<file path="config.mk">
export PLATFORM = sky130hd
export DESIGN_NAME = top1_accuracy_counter
export DESIGN_NICKNAME = d
export VERILOG_FILES = /design/src/rtl/t1acc_pkg.sv /design/src/rtl/top1_accuracy_counter.sv /design/src/rtl/t1acc_front.sv /design/src/rtl/t1acc_queue.sv /design/src/rtl/t1acc_back.sv
export SDC_FILE = /design/constraint.sdc
export NUM_CORES = 1
export LEC_CHECK = 0
export BUFFER_PORTS_ARGS = -buffer_cell sky130_fd_sc_hd__buf_4
export CAP_MARGIN = 20
export CORE_MARGIN = 5
export CORE_UTILIZATION = 30
export DETAILED_ROUTE_END_ITERATION = 10
export GPL_TIMING_DRIVEN = 0
export SYNTH_ARGS = -nofsm -noshare
export SYNTH_HDL_FRONTEND = slang
export SYNTH_HIERARCHICAL = 1
export SYNTH_SLANG_ARGS = --single-unit
export TNS_END_PERCENT = 10
</file>
<file path="constraint.sdc">
create_clock -name clk -period 5.3 [get_ports clk]
set_input_delay 0 -clock clk [delete_from_list [all_inputs] [get_ports clk]]
set_output_delay 0 -clock clk [all_outputs]
set_load 0.005 [all_outputs]
</file>
<file path="src/rtl/t1acc_pkg.sv">
// ============================================================================
// Top-1 accuracy counter package
// Shared widths, limits and payload types for the accuracy counter blocks.
// ============================================================================
package t1acc_pkg;

  // Row geometry and counter limits.
  localparam int MAX_CLASSES = 256;
  localparam int CLS_W       = 9;
  localparam int IDX_W       = 8;
  localparam int SCORE_W     = 32;
  localparam int CNT_W       = 17;
  localparam int FRAC_BITS   = 16;
  localparam int MAX_BATCH   = 65536;

  // Quotient bits produced by the divider: one integer bit plus the fraction.
  localparam int DIV_STEPS   = FRAC_BITS + 1;
  localparam int STEP_W      = $clog2(DIV_STEPS);

  // Depth of the tally queue between the front and back parts.
  localparam int QDEPTH      = 2;
  localparam int QPTR_W      = $clog2(QDEPTH);
  localparam int QCNT_W      = $clog2(QDEPTH + 1);

  // Input item.
  typedef struct packed {
    logic signed [SCORE_W-1:0] pred_score;
    logic signed [SCORE_W-1:0] target_score;
    logic                      batch_end;
  } t1acc_in_t;

  // Result item.
  typedef struct packed {
    logic [CNT_W-1:0] correct_rows;
    logic [CNT_W-1:0] total_rows;
    logic [CNT_W-1:0] accuracy;
  } t1acc_out_t;

  // Batch totals handed from the front part to the divider.
  typedef struct packed {
    logic [CNT_W-1:0] match_cnt;
    logic [CNT_W-1:0] rows;
  } t1acc_tally_t;

endpackage

</file>
<file path="src/rtl/top1_accuracy_counter.sv">
// ============================================================================
// Top-1 accuracy counter
// Counts rows whose predicted argmax matches the target argmax and reports
// the batch totals with the accuracy as an unsigned Q1.16 fraction.
// ============================================================================
//
//   Channel   Handshake          Payload
//   -------   ----------------   ----------------------------------------
//   in        in_valid/in_stall  t1acc_in_t: pred, target scores, batch_end
//   out       out_valid/out_stall t1acc_out_t: correct, total, accuracy
//   cfg       cfg_valid/cfg_ready classes_in_use, 9 bits
//
// Score items are taken one per cycle while the tally queue has room.
// For each batch end the divider loads the totals, makes one quotient bit per
// cycle and then holds the result until the output transfer.
// Synchronous active-low reset; the class count resets to 2.
// in_stall rises only when two batch results are waiting on the divider.
//
module top1_accuracy_counter
  import t1acc_pkg::*;
(
  input  logic              clk,
  input  logic              rst_n,
  input  logic              in_valid,
  input  t1acc_in_t         in_data,
  output logic              in_stall,
  output logic              out_valid,
  output t1acc_out_t        out_data,
  input  logic              out_stall,
  input  logic              cfg_valid,
  output logic              cfg_ready,
  input  logic [CLS_W-1:0]  cfg_data
);

  logic         q_full;
  logic         q_empty;
  logic         q_push;
  logic         q_pop;
  t1acc_tally_t q_push_data;
  t1acc_tally_t q_pop_data;

  // The register accepts a write in every cycle.
  assign cfg_ready = 1'b1;

  // Argmax tracking and batch counting.
  t1acc_front u_front (
    .clk         (clk),
    .rst_n       (rst_n),
    .cfg_valid   (cfg_valid),
    .cfg_data    (cfg_data),
    .in_valid    (in_valid),
    .in_data     (in_data),
    .in_stall    (in_stall),
    .q_full      (q_full),
    .q_push      (q_push),
    .q_push_data (q_push_data)
  );

  // Batch totals waiting for the divider.
  t1acc_queue u_queue (
    .clk       (clk),
    .rst_n     (rst_n),
    .push      (q_push),
    .push_data (q_push_data),
    .full      (q_full),
    .pop       (q_pop),
    .pop_data  (q_pop_data),
    .empty     (q_empty)
  );

  // Accuracy division and result transfer.
  t1acc_back u_back (
    .clk        (clk),
    .rst_n      (rst_n),
    .q_empty    (q_empty),
    .q_pop_data (q_pop_data),
    .q_pop      (q_pop),
    .out_valid  (out_valid),
    .out_data   (out_data),
    .out_stall  (out_stall)
  );

endmodule

</file>
<file path="src/rtl/t1acc_front.sv">
// ============================================================================
// Accuracy counter front part
// Tracks the running argmax of both score streams, counts rows and matches,
// and hands the batch totals to the queue when a batch ends.
// ============================================================================
module t1acc_front
  import t1acc_pkg::*;
(
  input  logic               clk,
  input  logic               rst_n,
  input  logic               cfg_valid,
  input  logic [CLS_W-1:0]   cfg_data,
  input  logic               in_valid,
  input  t1acc_in_t          in_data,
  output logic               in_stall,
  input  logic               q_full,
  output logic               q_push,
  output t1acc_tally_t       q_push_data
);

  localparam logic [CLS_W-1:0] MAX_CLS_V   = CLS_W'(MAX_CLASSES);
  localparam logic [CLS_W-1:0] RESET_CLS_V = CLS_W'(2);
  localparam logic [CNT_W-1:0] MAX_BATCH_V = CNT_W'(MAX_BATCH);

  logic [CLS_W-1:0]          classes_r;
  logic [IDX_W-1:0]          pos_r;
  logic signed [SCORE_W-1:0] pred_best_r;
  logic signed [SCORE_W-1:0] tgt_best_r;
  logic [IDX_W-1:0]          pred_idx_r;
  logic [IDX_W-1:0]          tgt_idx_r;
  logic [CNT_W-1:0]          match_r;
  logic [CNT_W-1:0]          rows_r;

  logic [CLS_W-1:0]          eff_n;
  logic [CLS_W-1:0]          pos_next_cnt;
  logic                      row_end;
  logic                      accept;
  logic                      pred_take;
  logic                      tgt_take;
  logic [IDX_W-1:0]          pred_idx_nxt;
  logic [IDX_W-1:0]          tgt_idx_nxt;
  logic [CNT_W-1:0]          rows_nxt;
  logic [CNT_W-1:0]          match_nxt;

  // A full queue holds off new transfers.
  assign in_stall = q_full;
  assign accept   = in_valid && !q_full;

  // Clamp the class count into its legal range.
  always_comb begin
    priority if (classes_r == '0) begin
      eff_n = CLS_W'(1);
    end else if (classes_r > MAX_CLS_V) begin
      eff_n = MAX_CLS_V;
    end else begin
      eff_n = classes_r;
    end
  end

  // A row ends on the first element at or past the last position.
  assign pos_next_cnt = {1'b0, pos_r} + CLS_W'(1);
  assign row_end      = pos_next_cnt >= eff_n;

  // Running argmax; strict compare keeps the first index on a tie.
  assign pred_take    = (pos_r == '0) || (in_data.pred_score > pred_best_r);
  assign tgt_take     = (pos_r == '0) || (in_data.target_score > tgt_best_r);
  assign pred_idx_nxt = pred_take ? pos_r : pred_idx_r;
  assign tgt_idx_nxt  = tgt_take ? pos_r : tgt_idx_r;

  // Saturating batch counters after this row.
  assign rows_nxt  = (rows_r < MAX_BATCH_V) ? rows_r + CNT_W'(1) : rows_r;
  assign match_nxt = ((pred_idx_nxt == tgt_idx_nxt) && (match_r < MAX_BATCH_V)) ?
                     match_r + CNT_W'(1) : match_r;

  // Batch totals go to the queue on the last element of a batch.
  assign q_push                = accept && row_end && in_data.batch_end;
  assign q_push_data.match_cnt = match_nxt;
  assign q_push_data.rows      = rows_nxt;

  // Configuration register and row state.
  always_ff @(posedge clk) begin
    if (!rst_n) begin
      classes_r   <= RESET_CLS_V;
      pos_r       <= '0;
      pred_best_r <= '0;
      tgt_best_r  <= '0;
      pred_idx_r  <= '0;
      tgt_idx_r   <= '0;
      match_r     <= '0;
      rows_r      <= '0;
    end else begin
      if (cfg_valid) begin
        classes_r <= cfg_data;
      end
      if (accept) begin
        if (pred_take) begin
          pred_best_r <= in_data.pred_score;
        end
        if (tgt_take) begin
          tgt_best_r <= in_data.target_score;
        end
        pred_idx_r <= pred_idx_nxt;
        tgt_idx_r  <= tgt_idx_nxt;
        if (row_end) begin
          pos_r <= '0;
          if (in_data.batch_end) begin
            match_r <= '0;
            rows_r  <= '0;
          end else begin
            match_r <= match_nxt;
            rows_r  <= rows_nxt;
          end
        end else begin
          pos_r <= pos_next_cnt[IDX_W-1:0];
        end
      end
    end
  end

endmodule

</file>
<file path="src/rtl/t1acc_queue.sv">
// ============================================================================
// Accuracy counter tally queue
// Small register queue of batch totals between the front part and the divider.
// ============================================================================
module t1acc_queue
  import t1acc_pkg::*;
(
  input  logic          clk,
  input  logic          rst_n,
  input  logic          push,
  input  t1acc_tally_t  push_data,
  output logic          full,
  input  logic          pop,
  output t1acc_tally_t  pop_data,
  output logic          empty
);

  t1acc_tally_t        mem_r [QDEPTH];
  logic [QPTR_W-1:0]   wr_ptr_r;
  logic [QPTR_W-1:0]   rd_ptr_r;
  logic [QCNT_W-1:0]   count_r;
  logic                do_push;
  logic                do_pop;

  assign full     = count_r == QCNT_W'(QDEPTH);
  assign empty    = count_r == '0;
  assign do_push  = push && !full;
  assign do_pop   = pop && !empty;
  assign pop_data = mem_r[rd_ptr_r];

  // Entry storage.
  always_ff @(posedge clk) begin
    if (do_push) begin
      mem_r[wr_ptr_r] <= push_data;
    end
  end

  // Pointers and fill count.
  always_ff @(posedge clk) begin
    if (!rst_n) begin
      wr_ptr_r <= '0;
      rd_ptr_r <= '0;
      count_r  <= '0;
    end else begin
      if (do_push) begin
        wr_ptr_r <= (wr_ptr_r == QPTR_W'(QDEPTH - 1)) ? '0 : wr_ptr_r + QPTR_W'(1);
      end
      if (do_pop) begin
        rd_ptr_r <= (rd_ptr_r == QPTR_W'(QDEPTH - 1)) ? '0 : rd_ptr_r + QPTR_W'(1);
      end
      if (do_push && !do_pop) begin
        count_r <= count_r + QCNT_W'(1);
      end else if (do_pop && !do_push) begin
        count_r <= count_r - QCNT_W'(1);
      end
    end
  end

endmodule

</file>
<file path="src/rtl/t1acc_back.sv">
// ============================================================================
// Accuracy counter back part
// Divides matches by rows one quotient bit per cycle and holds the result
// in an output register until it is taken.
// ============================================================================
module t1acc_back
  import t1acc_pkg::*;
(
  input  logic          clk,
  input  logic          rst_n,
  input  logic          q_empty,
  input  t1acc_tally_t  q_pop_data,
  output logic          q_pop,
  output logic          out_valid,
  output t1acc_out_t    out_data,
  input  logic          out_stall
);

  typedef enum logic [1:0] {
    ST_IDLE,
    ST_DIV,
    ST_OUT
  } state_t;

  state_t             state_r;
  logic [CNT_W-1:0]   rem_r;
  logic [CNT_W-1:0]   den_r;
  logic [CNT_W-1:0]   quo_r;
  logic [STEP_W-1:0]  step_r;
  logic               out_valid_r;
  t1acc_out_t         out_data_r;

  logic [CNT_W:0]     trial;
  logic               ge;
  logic [CNT_W:0]     diff;
  logic [CNT_W-1:0]   quo_nxt;

  // One restoring division step; the remainder left after the subtraction always stays below the divisor.
  assign trial   = {1'b0, rem_r};
  assign ge      = trial >= {1'b0, den_r};
  assign diff    = ge ? trial - {1'b0, den_r} : trial;
  assign quo_nxt = {quo_r[CNT_W-2:0], ge};

  assign q_pop     = (state_r == ST_IDLE) && !q_empty;
  assign out_valid = out_valid_r;
  assign out_data  = out_data_r;

  // Sequencer, divider registers and output register.
  always_ff @(posedge clk) begin
    if (!rst_n) begin
      state_r     <= ST_IDLE;
      out_valid_r <= 1'b0;
      step_r      <= '0;
    end else begin
      unique case (state_r)
        ST_IDLE: begin
          if (!q_empty) begin
            rem_r                   <= q_pop_data.match_cnt;
            den_r                   <= q_pop_data.rows;
            quo_r                   <= '0;
            step_r                  <= '0;
            out_data_r.correct_rows <= q_pop_data.match_cnt;
            out_data_r.total_rows   <= q_pop_data.rows;
            state_r                 <= ST_DIV;
          end
        end
        ST_DIV: begin
          quo_r  <= quo_nxt;
          rem_r  <= {diff[CNT_W-2:0], 1'b0};
          step_r <= step_r + STEP_W'(1);
          if (step_r == STEP_W'(DIV_STEPS - 1)) begin
            out_data_r.accuracy <= quo_nxt;
            out_valid_r         <= 1'b1;
            state_r             <= ST_OUT;
          end
        end
        ST_OUT: begin
          if (!out_stall) begin
            out_valid_r <= 1'b0;
            state_r     <= ST_IDLE;
          end
        end
        default: begin
          state_r <= ST_IDLE;
        end
      endcase
    end
  end

endmodule

</file>
# Word level (Yosys, flattened, before mapping)

Memory sizes are Yosys's and may differ from the RTL's. A register that Yosys moved wholly into a read port is not among the register bits.
Index checks and enable logic that the tools add are counted.

Eq/ne operators: 8
Mux-type cells: 31
$lt $le $gt $ge: 7
Reductions and logical operators: 31
Add/sub/neg operators: 9
Bitwise logic cells: 1

Operator list:

| kind                  | count |
|---|---|
| $mux 17               | 5 |
| $gt 32x32->1          | 2 |
| $add 17x1->17 const B | 2 |
| $lt 17x17->1 const B  | 2 |
| $pmux 17 s2           | 1 |
| $mux 16               | 2 |
| $pmux 16 s2           | 1 |
| $mux 8                | 3 |
| $mux 9                | 2 |
| $ge 17x17->1          | 1 |
| $sub 16x16->16        | 1 |
| $reduce_and 3->1      | 5 |
| $mux 2                | 5 |
| $pmux 5 s2            | 1 |
| $add 8x1->9 const B   | 1 |
| $ge 9x9->1            | 1 |
| $gt 9x9->1 const B    | 1 |
| $logic_and 1x1->1     | 9 |
| $logic_not 9->1       | 1 |
| $eq 8x8->1            | 1 |
| $logic_not 8->1       | 1 |
| $mux 1                | 8 |
| $reduce_and 2->1      | 4 |
| $pmux 2 s3            | 1 |
| 16 further kinds      | 26 |

Logic and storage cells: 107
Memories: 1
Flip-flop bits (word level): 227
Output and inout port bits: 54
Input bits: 79
RAM bits: 68

Memory list:

| name          | depth | bits a word | rd ports | clocked after Yosys merged registers in | write ports | RTL line          | text |
|---|---|---|---|---|---|---|---|
| u_queue.mem_r | 2     | 34          | 1        | 1                                       | 1           | t1acc_queue.sv:18 | `t1acc_tally_t mem_r [QDEPTH];` |

# Logic depth before layout (Yosys ltp)

Gate-level depths: netlist of the first run.

Word-level depth: 11
Mapped depth: 20
Depth with buffers taken out: 19

# Cells and area by module

The synthesis of the first run kept the hierarchy.

Modules (own cells, without submodules):

| module                | area each (um^2) | cells each | seq. area each (um^2) | instances |
|---|---|---|---|---|
| t1acc_front           | 8249.2           | 1104       | 2622.5                | 1 |
| t1acc_back            | 4396.7           | 367        | 2682.6                | 1 |
| t1acc_queue           | 2686.3           | 131        | 2142.1                | 1 |
| top1_accuracy_counter | 11.3             | 2          | 0.0                   | 1 |

# Worst setup path before layout of the first run

Ideal clock, no wire load.

Path type: flip-flop to flip-flop
From: register u_front.pos_r[2]
To: memory u_queue/mem_r[0][0] (netlist bit), enable pin
Clock period less this slack: 4.465 ns
Setup slack: 0.835 ns
Required time: 4.879 ns
Cell stages (with the launch flop): 15
Path buffers: 2
Arrival time: 4.044 ns
Library setup time: 0.421 ns
Path through: dfxtp_1 clkbuf_1 inv_1 nor3_1 and3_1 nand3_1 xnor2_1 ha_1 nor3_1 nor2_1 nand3_1 clkbuf_1 nor2_1 inv_1 nor3_2

Cells in the longest elaborated chain, start to end: 7

RTL lines:

| item                            | RTL line                    | text |
|---|---|---|
| start: declaration              | t1acc_front.sv:26           | `logic [IDX_W-1:0] pos_r;` |
| start signal: assignment        | t1acc_front.sv:114          | `pos_r <= pos_next_cnt[IDX_W-1:0];` |
| $add 8x1->9                     | t1acc_front.sv:61           | `assign pos_next_cnt = {1'b0, pos_r} + CLS_W'(1);` |
| $ge 9x9->1                      | t1acc_front.sv:62           | `assign row_end = pos_next_cnt >= eff_n;` |
| $logic_and 1x1->1 (2 in series) | t1acc_front.sv:76           | `assign q_push = accept && row_end && in_data.batch_end;` |
| net q_push                      | top1_accuracy_counter.sv:37 | `logic q_push;` |
| $logic_and 1x1->1               | t1acc_queue.sv:27           | `assign do_push = push && !full;` |
| $mux 1                          | t1acc_queue.sv:33           | `if (do_push) begin` |
| $mux 1 (implied by the code)    | t1acc_queue.sv:34           | `mem_r[wr_ptr_r] <= push_data;` |
| end: declaration                | t1acc_queue.sv:18           |  |

The timed path passes the listed nets, and every way through them passes these cells.

# Final worst setup path of the first run

From: register u_front.pos_r[2]
To: memory u_queue/mem_r[0][11] (netlist bit), enable pin

The elaborated chain is that of the path after synthesis.

==> impl_metrics.tcl, run 1 <==
set metrics [dict create \
    numCtsBuffers 35 \
    placement_rows 82 \
    grt_pass1_wl_mm 63.5 \
    setup_violations 0 \
    syn_inst 1604 \
    drive_gt1_share_pct 14.5 \
    path_max_fanout 19 \
    wire_per_inst_um 15.4 \
    drt_pass1_iterations 5 \
    r2r_slack_ns 0.56 \
    fillCellCount 4930 \
    core_mm2 0.0504 \
    synth_cell_types 88 \
    ys_seq_elements 296 \
    clock_sink_count 296 \
    finalHoldViolCount 0 \
    nets 2028 \
    r2r_cells 16 \
    p_leak_nw 7.28 \
    async_reset_ff_share_pct 0 \
    clk_pin_slew_ns 0.06 \
    crit_start "u_front/pos_r[2]" \
    dieHeight_um 236 \
    die-area_mm2 0.0558 \
    cts_tree "done" \
    r2r_start "u_front/pos_r[2]" \
    drcViolationCount 0 \
    status "complete, no violations" \
    syn_avg_cell_area_um2 9.57 \
    grt_max_degree 35 \
    tightest_slew_ns 1.01 \
    period_minus_slack_ns 4.74 \
    hp-class "input pin to flop" \
    crit_end "u_queue/mem_r[0][11]" \
    dpl.cell_count 2407 \
    h-tree-depth 2 \
    slew_violations 0 \
    antenna_found_initial 4 \
    multi_input_area_mm2 0.00714 \
    place_ws_ns 0.598 \
    period_share_pct 89.3 \
    clockRootBuffer "clkbuf_16" \
    portBuffers 129 \
    post-route-util_pct 38.2 \
    powerDensity_mw_per_mm2 318 \
    grt.total_usage_pct 13.7 \
    io_pins 133 \
    r2r_end "u_queue/mem_r[0][11]" \
    finClkSkew_ns 0.0250 \
    start_util_pct 30.5 \
    routabilityCongestion 0.891 \
    cts_buffer_depth 3 \
    final_cells 2551 \
    final_antenna_net_count 0 \
    synthFlopType "edfxtp_1" \
    vias 12480 \
    cp-end-kind "flop" \
    synth-edff-count 152 \
    post-cts-setup-buffers 0 \
    clock_latency_ns 0.56 \
    worstSetupPathType "flop to flop" \
    crit_arrival_ns 4.98 \
    synth_nets 1781 \
    layout_setup_ws_ns 0.565 \
    max_freq_mhz 211 \
    slew_headroom_pct 32.0 \
    cap_violations 0 \
    start_kind "flop" \
    required_ns 5.55 \
    grt_setup_unrepaired "false" \
    hpwlAfterDp_mm 29.0 \
    register_area_mm2 0.00745 \
    grt_overflow 0 \
    die_w_um 236 \
    ys_seq_area_share_pct 48.5 \
    synth_warnings 6 \
    area_growth_syn_to_layout_pct 25.3 \
    grt_pass1_vias 12108 \
    viasPerCell 4.89 \
    drt-total-wl_mm 39.4 \
    syn-cell-area_mm2 0.0153 \
    max-vdd-ir-drop_mv 0.198 \
    first_iter_violations 708 \
]
[Yosys cell counts, drive strengths merged, types with 5 or more instances]
master  instances  area share, %
inv           111            2.7
nor2b          13           0.53
a21o           16           0.78
mux2i          16            1.0
and4            5           0.30
nand4          26            1.1
or3             5           0.20
and2           41            1.7
nand3          46            1.6
clkbuf         54            1.3
nor3           23           0.88
ha             97            7.9
dfxtp         144             19
mux2           36            2.6
and3           21           0.86
o31ai           6           0.33
nor2           89            2.2
buf            21           0.95
edfxtp        152             30
or4            11           0.56
o21a            5           0.24
o21ai          66            2.2
a21oi         149            5.0
xor2           26            1.5
nand2         269            6.6
o211ai         15           0.86
a31oi          21           0.86
nand2b          9           0.37
nor4           10           0.49
o311ai          7           0.45
a21boi          6           0.29
xnor2          28            1.6
[cell usage in the layout, fill, tap and decap left out, types with 19 or more instances in the layout]
cell type,count
clkbuf_16,35
ha_1,97
xor2_1,26
nand3_1,45
nand2_1,268
dfxtp_1,144
nand4_1,25
dlygate4sd3_1,79
xnor2_1,28
clkbuf_1,61
a21oi_1,146
o21ai_0,61
nor3_1,19
inv_1,110
buf_4,134
nor2_1,89
edfxtp_1,152
and3_1,20
a31oi_1,21
mux2_2,36
and2_1,40
[registers in the layout (all words and copies together), names as in the netlist, 2 cells and up, named ones only]
signal	flops
u_queue/mem_r	68
u_back/out_data	51
u_front/pred_best_r	32
u_front/tgt_best_r	32
u_back/rem_r	17
u_front/match_r	17
u_front/rows_r	17
u_back/quo_r	16
u_front/classes_r	9
u_front/pos_r	8
u_front/pred_idx_r	8
u_front/tgt_idx_r	8
u_back/step_r	5
u_back/state_r	2
u_queue/count_r	2
[critical path, cell delays in order (launching register included)]
cell	delay, ns
dfxtp_1	0.34
clkbuf_1	0.37
inv_1	0.19
nor3_1	0.44
and3_1	0.31
nand3_1	0.12
xnor2_1	0.18
ha_1	0.30
nor3_1	0.05
nor2_1	0.22
nand3_1	0.29
clkbuf_1	0.31
nor2_1	0.30
inv_1	0.14
nor3_4	0.47
buf_16	0.23
buf_8	0.16
[what timing repair did]
item	in CTS	in global routing
hold endpoints to repair	88	0
hold buffers	79	0
gates resized for setup	0	0
[report_power, final]
group | switching (mW) | internal, mW | leakage [nW] | total [mW]
Sequential | 0.0654 | 2.54 | 2.47 | 2.61
Clock | 0.984 | 1.56 | 0.588 | 2.54
Combinational | 0.580 | 0.389 | 4.22 | 0.968
Total | 1.63 | 4.48 | 7.28 | 6.11
[layer usage]
metal	track usage [%]	vias to the layer above	part of all wire, %
li1	-	6170	-
met1	17.8	5916	44
met2	22.9	321	48
met3	2.91	71	5.7
met4	4.25	2	2.5
met5	0	-	0.033
[how the worst min path moves through the flow]
stage | slack [ns] | startpoint | depth (start not counted) | endpoint
after global routing | 0.06 | cfg_valid | 3 | u_front/classes_r[3]
after CTS | 0.02 | cfg_valid | 3 | u_front/classes_r[6]
after detailed placement | 0.23 | cfg_data[1] | 3 | u_front/classes_r[1]
after floorplan | 0.12 | rst_n | 1 | u_queue/wr_ptr_r
after global placement | 0.22 | cfg_data[1] | 3 | u_front/classes_r[1]
final | 0.03 | cfg_valid | 3 | u_front/classes_r[3]
[area by class of cell]
type,instances,share of cell area (%)
inverter,112,2.19
buffer,75,1.82
tap,672,4.37
timing repair buffer,210,9.37
multi-input combinational,1121,37.2
sequential,296,38.7
clock inverter,18,1.46
clock buffer,44,4.84
antenna,3,0.0391
[through the flow]
step | total power, mW | hold slack (ns) | setup TNS, ns | cell area (um^2)
2_1_floorplan | 3.25 | 0.118 | 0 | 15300
6_report | 6.11 | 0.0291 | 0 | 19200
3_5_place_dp | 3.57 | 0.228 | 0 | 17200
4_1_cts | 6.19 | 0.0170 | 0 | 19200
5_1_grt | 6.41 | 0.0641 | 0 | 19200
3_3_place_gp | 3.54 | 0.223 | -27.56 | 17200
[cells by family (layout without fill, tap and decap cells)]
| logic type | after synthesis | after routing | share of synthesized area (%) |
|---|---|---|---|
| XOR/XNOR | 54 | 54 | 3.08 |
| other | 1 | 4 | 0.0244 |
| flip-flops | 296 | 296 | 48.5 |
| multiplexers | 52 | 52 | 3.69 |
| AO/OA/AOI/OAI | 338 | 338 | 13.7 |
| buffers and inverters | 187 | 459 | 5.02 |
| AND/OR/NAND/NOR | 578 | 578 | 17.9 |
| adder cells (fa/ha/maj) | 98 | 98 | 8.04 |
Note: power is estimated with default switching activity, not from simulation.
==> run 2: changes to the inputs <==
- PLACE_DENSITY: unset -> 0.46
==> impl_metrics.tcl, run 2 (synthesis gave the netlist of run 1 again) <==
set metrics [dict create \
    status "complete, no violations" \
    grt_util_met3_pct 2.58 \
    use_met1_pct 18.0 \
    hp-start "cfg_valid" \
    nets 2044 \
    r2r_start "u_front/pos_r[2]" \
    netSwitchingPower_mw 1.65 \
    place_area_mm2 0.0172 \
    design_area_mm2 0.0194 \
    drt_pass1_iterations 5 \
    max-vdd-ir-drop_mv 0.208 \
    setup_violations 0 \
    finalSetupTns_ns 0 \
    crit_start "u_front/pos_r[2]" \
    grt.total_usage_pct 14.2 \
    most-common-layout-cells "268 x nand2_1, 152 x edfxtp_1, 146 x a21oi_1, 144 x dfxtp_1, 140 x buf_4" \
    finalHoldViolCount 0 \
    hp-class "input pin to flop" \
    worstSetupPathType "flop to flop" \
    numCtsBuffers 36 \
    tightest_slew_ns 1.01 \
    post_cts_resized 0 \
    power_frac_seq_pct 42.3 \
    dieHeight_um 236 \
    first_iter_violations 606 \
    grt_overflow 0 \
    area_growth_syn_to_layout_pct 26.3 \
    routabilityCongestion 0.808 \
    placement_rows 82 \
    drt-total-wl_mm 40.3 \
    final_cells 2567 \
    clock_sink_count 296 \
    cpMostUsedCell "clkbuf_1" \
    fillCellCount 5099 \
    combPwrFrac_pct 15.9 \
    cap_violations 0 \
    start_util_pct 30.5 \
    die_w_um 236 \
    top_register "u_queue/mem_r" \
    cp-end-kind "flop" \
    largest_reg_flops 68 \
    slew_headroom_pct 32.0 \
    path_max_fanout 34 \
    drcViolationCount 0 \
    cp_slowest_cell "and3_2" \
    path_delay_family "simple AND/OR/NAND/NOR gates" \
    cts_tree "done" \
    hpwlAfterDp_mm 29.3 \
    max_freq_mhz 211 \
    power.share.clock_pct 41.8 \
    grt_pass1_wl_mm 64.9 \
    place_ws_ns 0.185 \
    portBuffers 129 \
    internal_power_mw 4.52 \
    final_antenna_net_count 0 \
    layout_setup_ws_ns 0.559 \
    grt_pass1_vias 12080 \
    powerDensity_mw_per_mm2 318 \
    viasPerCell 4.75 \
    crit_arrival_ns 4.90 \
    start_kind "flop" \
    wire_per_inst_um 15.7 \
    met2_usage_pct 24.8 \
    slew_violations 0 \
    netSwitchingFraction_pct 26.7 \
    period_minus_slack_ns 4.74 \
    finClkSkew_ns 0.0232 \
    grt.busiest_layer "met2" \
    p_total_mw 6.17 \
    io_pins 133 \
    cpPeakStageDelay_ns 0.78 \
    grt_setup_unrepaired "false" \
    post-route-util_pct 38.5 \
    worstPathCellList "clkbuf_1, inv_1, nor3_1, and3_1, xnor2_1, ha_1, a21oi_1, o21ai_0, nand3_1, clkbuf_1, nor2_1, and3_2" \
    die-area_mm2 0.0558 \
    clockRootBuffer "clkbuf_16" \
    critPathBufInv 3 \
    antenna-diode-count 0 \
    hold_slack_ns 0.0404 \
    vias 12193 \
    clock_latency_ns 0.55 \
    antenna_found_initial 0 \
    required_ns 5.46 \
    dpl.cell_count 2407 \
    cts_buffer_depth 3 \
    core_mm2 0.0504 \
    drive_gt1_share_pct 14.8 \
    period_share_pct 89.4 \
    grt_max_degree 35 \
    p_leak_nw 7.37 \
    clk_pin_slew_ns 0.05 \
    h-tree-depth 2 \
    final_common_cell "nand2_1" \
]
[run 2: changes by cell type in the layout (fill, tap and decap cells not counted), sizes merged]
cell,change
dlygate4sd3,+8
clkinvlp,-2
clkbuf,-3
inv,-1
clkinv,+10
buf,+7
diode,-3
[run 2: routing by layer]
metal / share of wire, % / wire length [um] / vias up
li1: - / - / 6206
met1: 45 / 18200 / 5736
met5: 0 / 0 / -
met2: 49 / 19700 / 197
met4: 1.9 / 767 / 0
met3: 3.9 / 1580 / 54
[run 2: power groups by stage]
stage          Clock (mW)  Sequential [mW]  Combinational, mW
2_1_floorplan           0             2.63              0.617
3_5_place_dp            0             2.66              0.928
4_1_cts              2.67             2.61              0.988
5_1_grt              2.77             2.62               1.11
6_report             2.58             2.61              0.982
3_3_place_gp            0             2.66              0.909
[run 2: final cells by class]
class | instances | area, um^2 | area share (%)
buffer | 75 | 349 | 1.80
clock buffer | 41 | 940 | 4.85
clock inverter | 25 | 297 | 1.53
inverter | 112 | 420 | 2.17
multi-input combinational | 1121 | 7140 | 36.9
sequential | 296 | 7450 | 38.4
tap | 672 | 841 | 4.34
timing repair buffer | 225 | 1940 | 10.0
[run 2: final timing paths]
kind	to	slack, ns	cells after the start
worst max-delay path	u_queue/mem_r[1][9]	0.56	12
worst min-delay path	u_front/classes_r[8]	0.04	3
worst max register to register	u_queue/mem_r[1][9]	0.56	12
worst min register to register	u_back/out_data[16]	0.42	0
[run 2: tightest hold or removal path, stage by stage]
cell and delay [ns]:
clkbuf_1 0.27, mux2i_1 0.20, nor2_1 0.08
[run 2: repair_timing]
item,4_1_cts,5_1_grt
buffers inserted,0,7
hold buffers,87,0
endpoints found under the setup margin,0,30
hold endpoints to repair,89,0
==> run 3: changes to the inputs <==
- CTS_BUF_LIST: unset -> sky130_fd_sc_hd__clkbuf_8
- CTS_CLUSTER_SIZE: unset -> 28
==> impl_metrics.tcl, run 3 (synthesis gave the netlist of run 1 again) <==
set metrics [dict create \
    antenna-diode-count 0 \
    finalHoldViolCount 0 \
    grt_overflow 0 \
    cts_tree "done" \
    grt.total_usage_pct 14.2 \
    grt_setup_unrepaired "false" \
    slew_headroom_pct 30.0 \
    worstSetupPathType "flop to flop" \
    cts_buffer_depth 3 \
    place_area_mm2 0.0172 \
    core_mm2 0.0504 \
    drt-total-wl_mm 40.3 \
    antenna_found_initial 0 \
    clock_latency_ns 0.64 \
    design_area_mm2 0.0192 \
    crit_start "u_front/pos_r[2]" \
    p_total_mw 5.76 \
    h-tree-depth 2 \
    wire_per_inst_um 15.5 \
    path_max_fanout 34 \
    crit_end "u_queue/mem_r[1][10]" \
    max_freq_mhz 211 \
    portBuffers 129 \
    r2r_start "u_front/pos_r[2]" \
    wl_met1_mm 17.9 \
    powerDensity_mw_per_mm2 300 \
    routabilityCongestion 0.808 \
    route.met2.wl_mm 19.5 \
    hpwlAfterDp_mm 29.3 \
    clock_sink_count 296 \
    final_common_cell "nand2_1" \
    grt_pass1_vias 12219 \
    start_kind "flop" \
    nets 2064 \
    hold_slack_ns 0.165 \
    clockRootBuffer "clkbuf_8" \
    tightest_slew_ns 1.04 \
    die-area_mm2 0.0558 \
    cap_violations 0 \
    area_growth_syn_to_layout_pct 25.4 \
    multi_input_area_mm2 0.00714 \
    drive_gt1_share_pct 15.4 \
    r2r_end "u_queue/mem_r[1][10]" \
    die_w_um 236 \
    start_util_pct 30.5 \
    drcViolationCount 0 \
    period_minus_slack_ns 4.75 \
    wl_met3_mm 1.79 \
    numCtsBuffers 55 \
    top_register "u_queue/mem_r" \
    final_antenna_net_count 0 \
    clk_pin_slew_ns 0.06 \
    post_cts_resized 0 \
    p_leak_nw 7.38 \
    status "complete, no violations" \
    drt_pass1_iterations 5 \
    routed.top_layer "met4" \
    max-vdd-ir-drop_mv 0.219 \
    vias 12278 \
    placement_rows 82 \
    required_ns 5.55 \
    largest_reg_flops 68 \
    dieHeight_um 236 \
    register_area_mm2 0.00745 \
    io_pins 133 \
    crit_arrival_ns 4.99 \
    viasPerCell 4.72 \
    slew_violations 0 \
    setup_violations 0 \
    hold_depth 4 \
    fillCellCount 5139 \
    period_share_pct 89.5 \
    cp-end-kind "flop" \
    hp-class "input pin to flop" \
    most-common-layout-cells "268 x nand2_1, 152 x edfxtp_1, 146 x a21oi_1, 144 x dfxtp_1, 140 x buf_4" \
    grt_max_degree 35 \
    r2r_slack_ns 0.55 \
    first_iter_violations 599 \
    grt_pass1_wl_mm 64.9 \
    finClkSkew_ns 0.0236 \
    r2r_cells 13 \
]
==> run 3: cell types whose count changed in the layout (fill, tap and decap cells not counted), sizes merged <==
cell,delta
inv,+17
clkbuf,+22
clkinv,-2
dlygate4sd3,+1
bufinv,-4
==> run 3: per-layer routing <==
layer  up-vias  global-route usage [%]
met5         -                       0
met4         0                    4.81
met3        76                    2.66
met2       224                    24.7
met1      5728                    17.7
li1       6250                       -
==> run 3: metrics by stage <==
step,setup WS (ns),std cells,util (%),TNS [ns]
after CTS,0.152,2594,38.1,0
final,0.555,2601,38.2,0
after global routing,0.0356,2601,38.2,0
after floorplan,0.835,1604,-,0
after global placement,-0.961,2405,34.0,-34.59
after detailed placement,0.185,2407,34.2,0
==> run 3: worst max-delay path, cell delays in order (launching register included) <==
cell	delay [ns]
dfxtp_1	0.32
clkbuf_1	0.37
inv_1	0.20
nor3_1	0.40
xnor2_1	0.17
ha_1	0.31
a21o_1	0.13
a21o_1	0.11
a21oi_1	0.05
o21ai_0	0.45
nand3_1	0.39
clkbuf_1	0.35
nor2_1	0.29
and3_2	0.79
==> run 3: area by class of cell <==
type,instances,share of cell area [%]
sequential,296,38.7
multi-input combinational,1121,37.1
timing repair buffer,226,10.1
clock buffer,63,4.51
tap,672,4.37
inverter,112,2.19
buffer,75,1.81
clock inverter,36,1.14
==> run 3: how the worst min path moves through the flow <==
stage,start,endpoint,slack (ns)
global placement,cfg_data[1],u_front/classes_r[1],0.23
CTS,in_data[21],u_front/tgt_best_r[20],0.09
floorplan,rst_n,u_queue/wr_ptr_r,0.12
finish,in_data[18],u_front/tgt_best_r[17],0.16
global route,in_data[21],u_front/tgt_best_r[20],0.14
detailed placement,cfg_data[1],u_front/classes_r[1],0.24
==> run 3: what timing repair did <==
item / CTS / global route
endpoints found under the setup margin: 0 / 34
buffers inserted: 0 / 7
hold buffers: 88 / 0
hold endpoints to repair: 105 / 0
==> run 3: power by group <==
part | internal, mW | switching, mW
logic | 0.402 | 0.579
clock network | 1.19 | 0.988
registers | 2.54 | 0.0669
total | 4.13 | 1.63
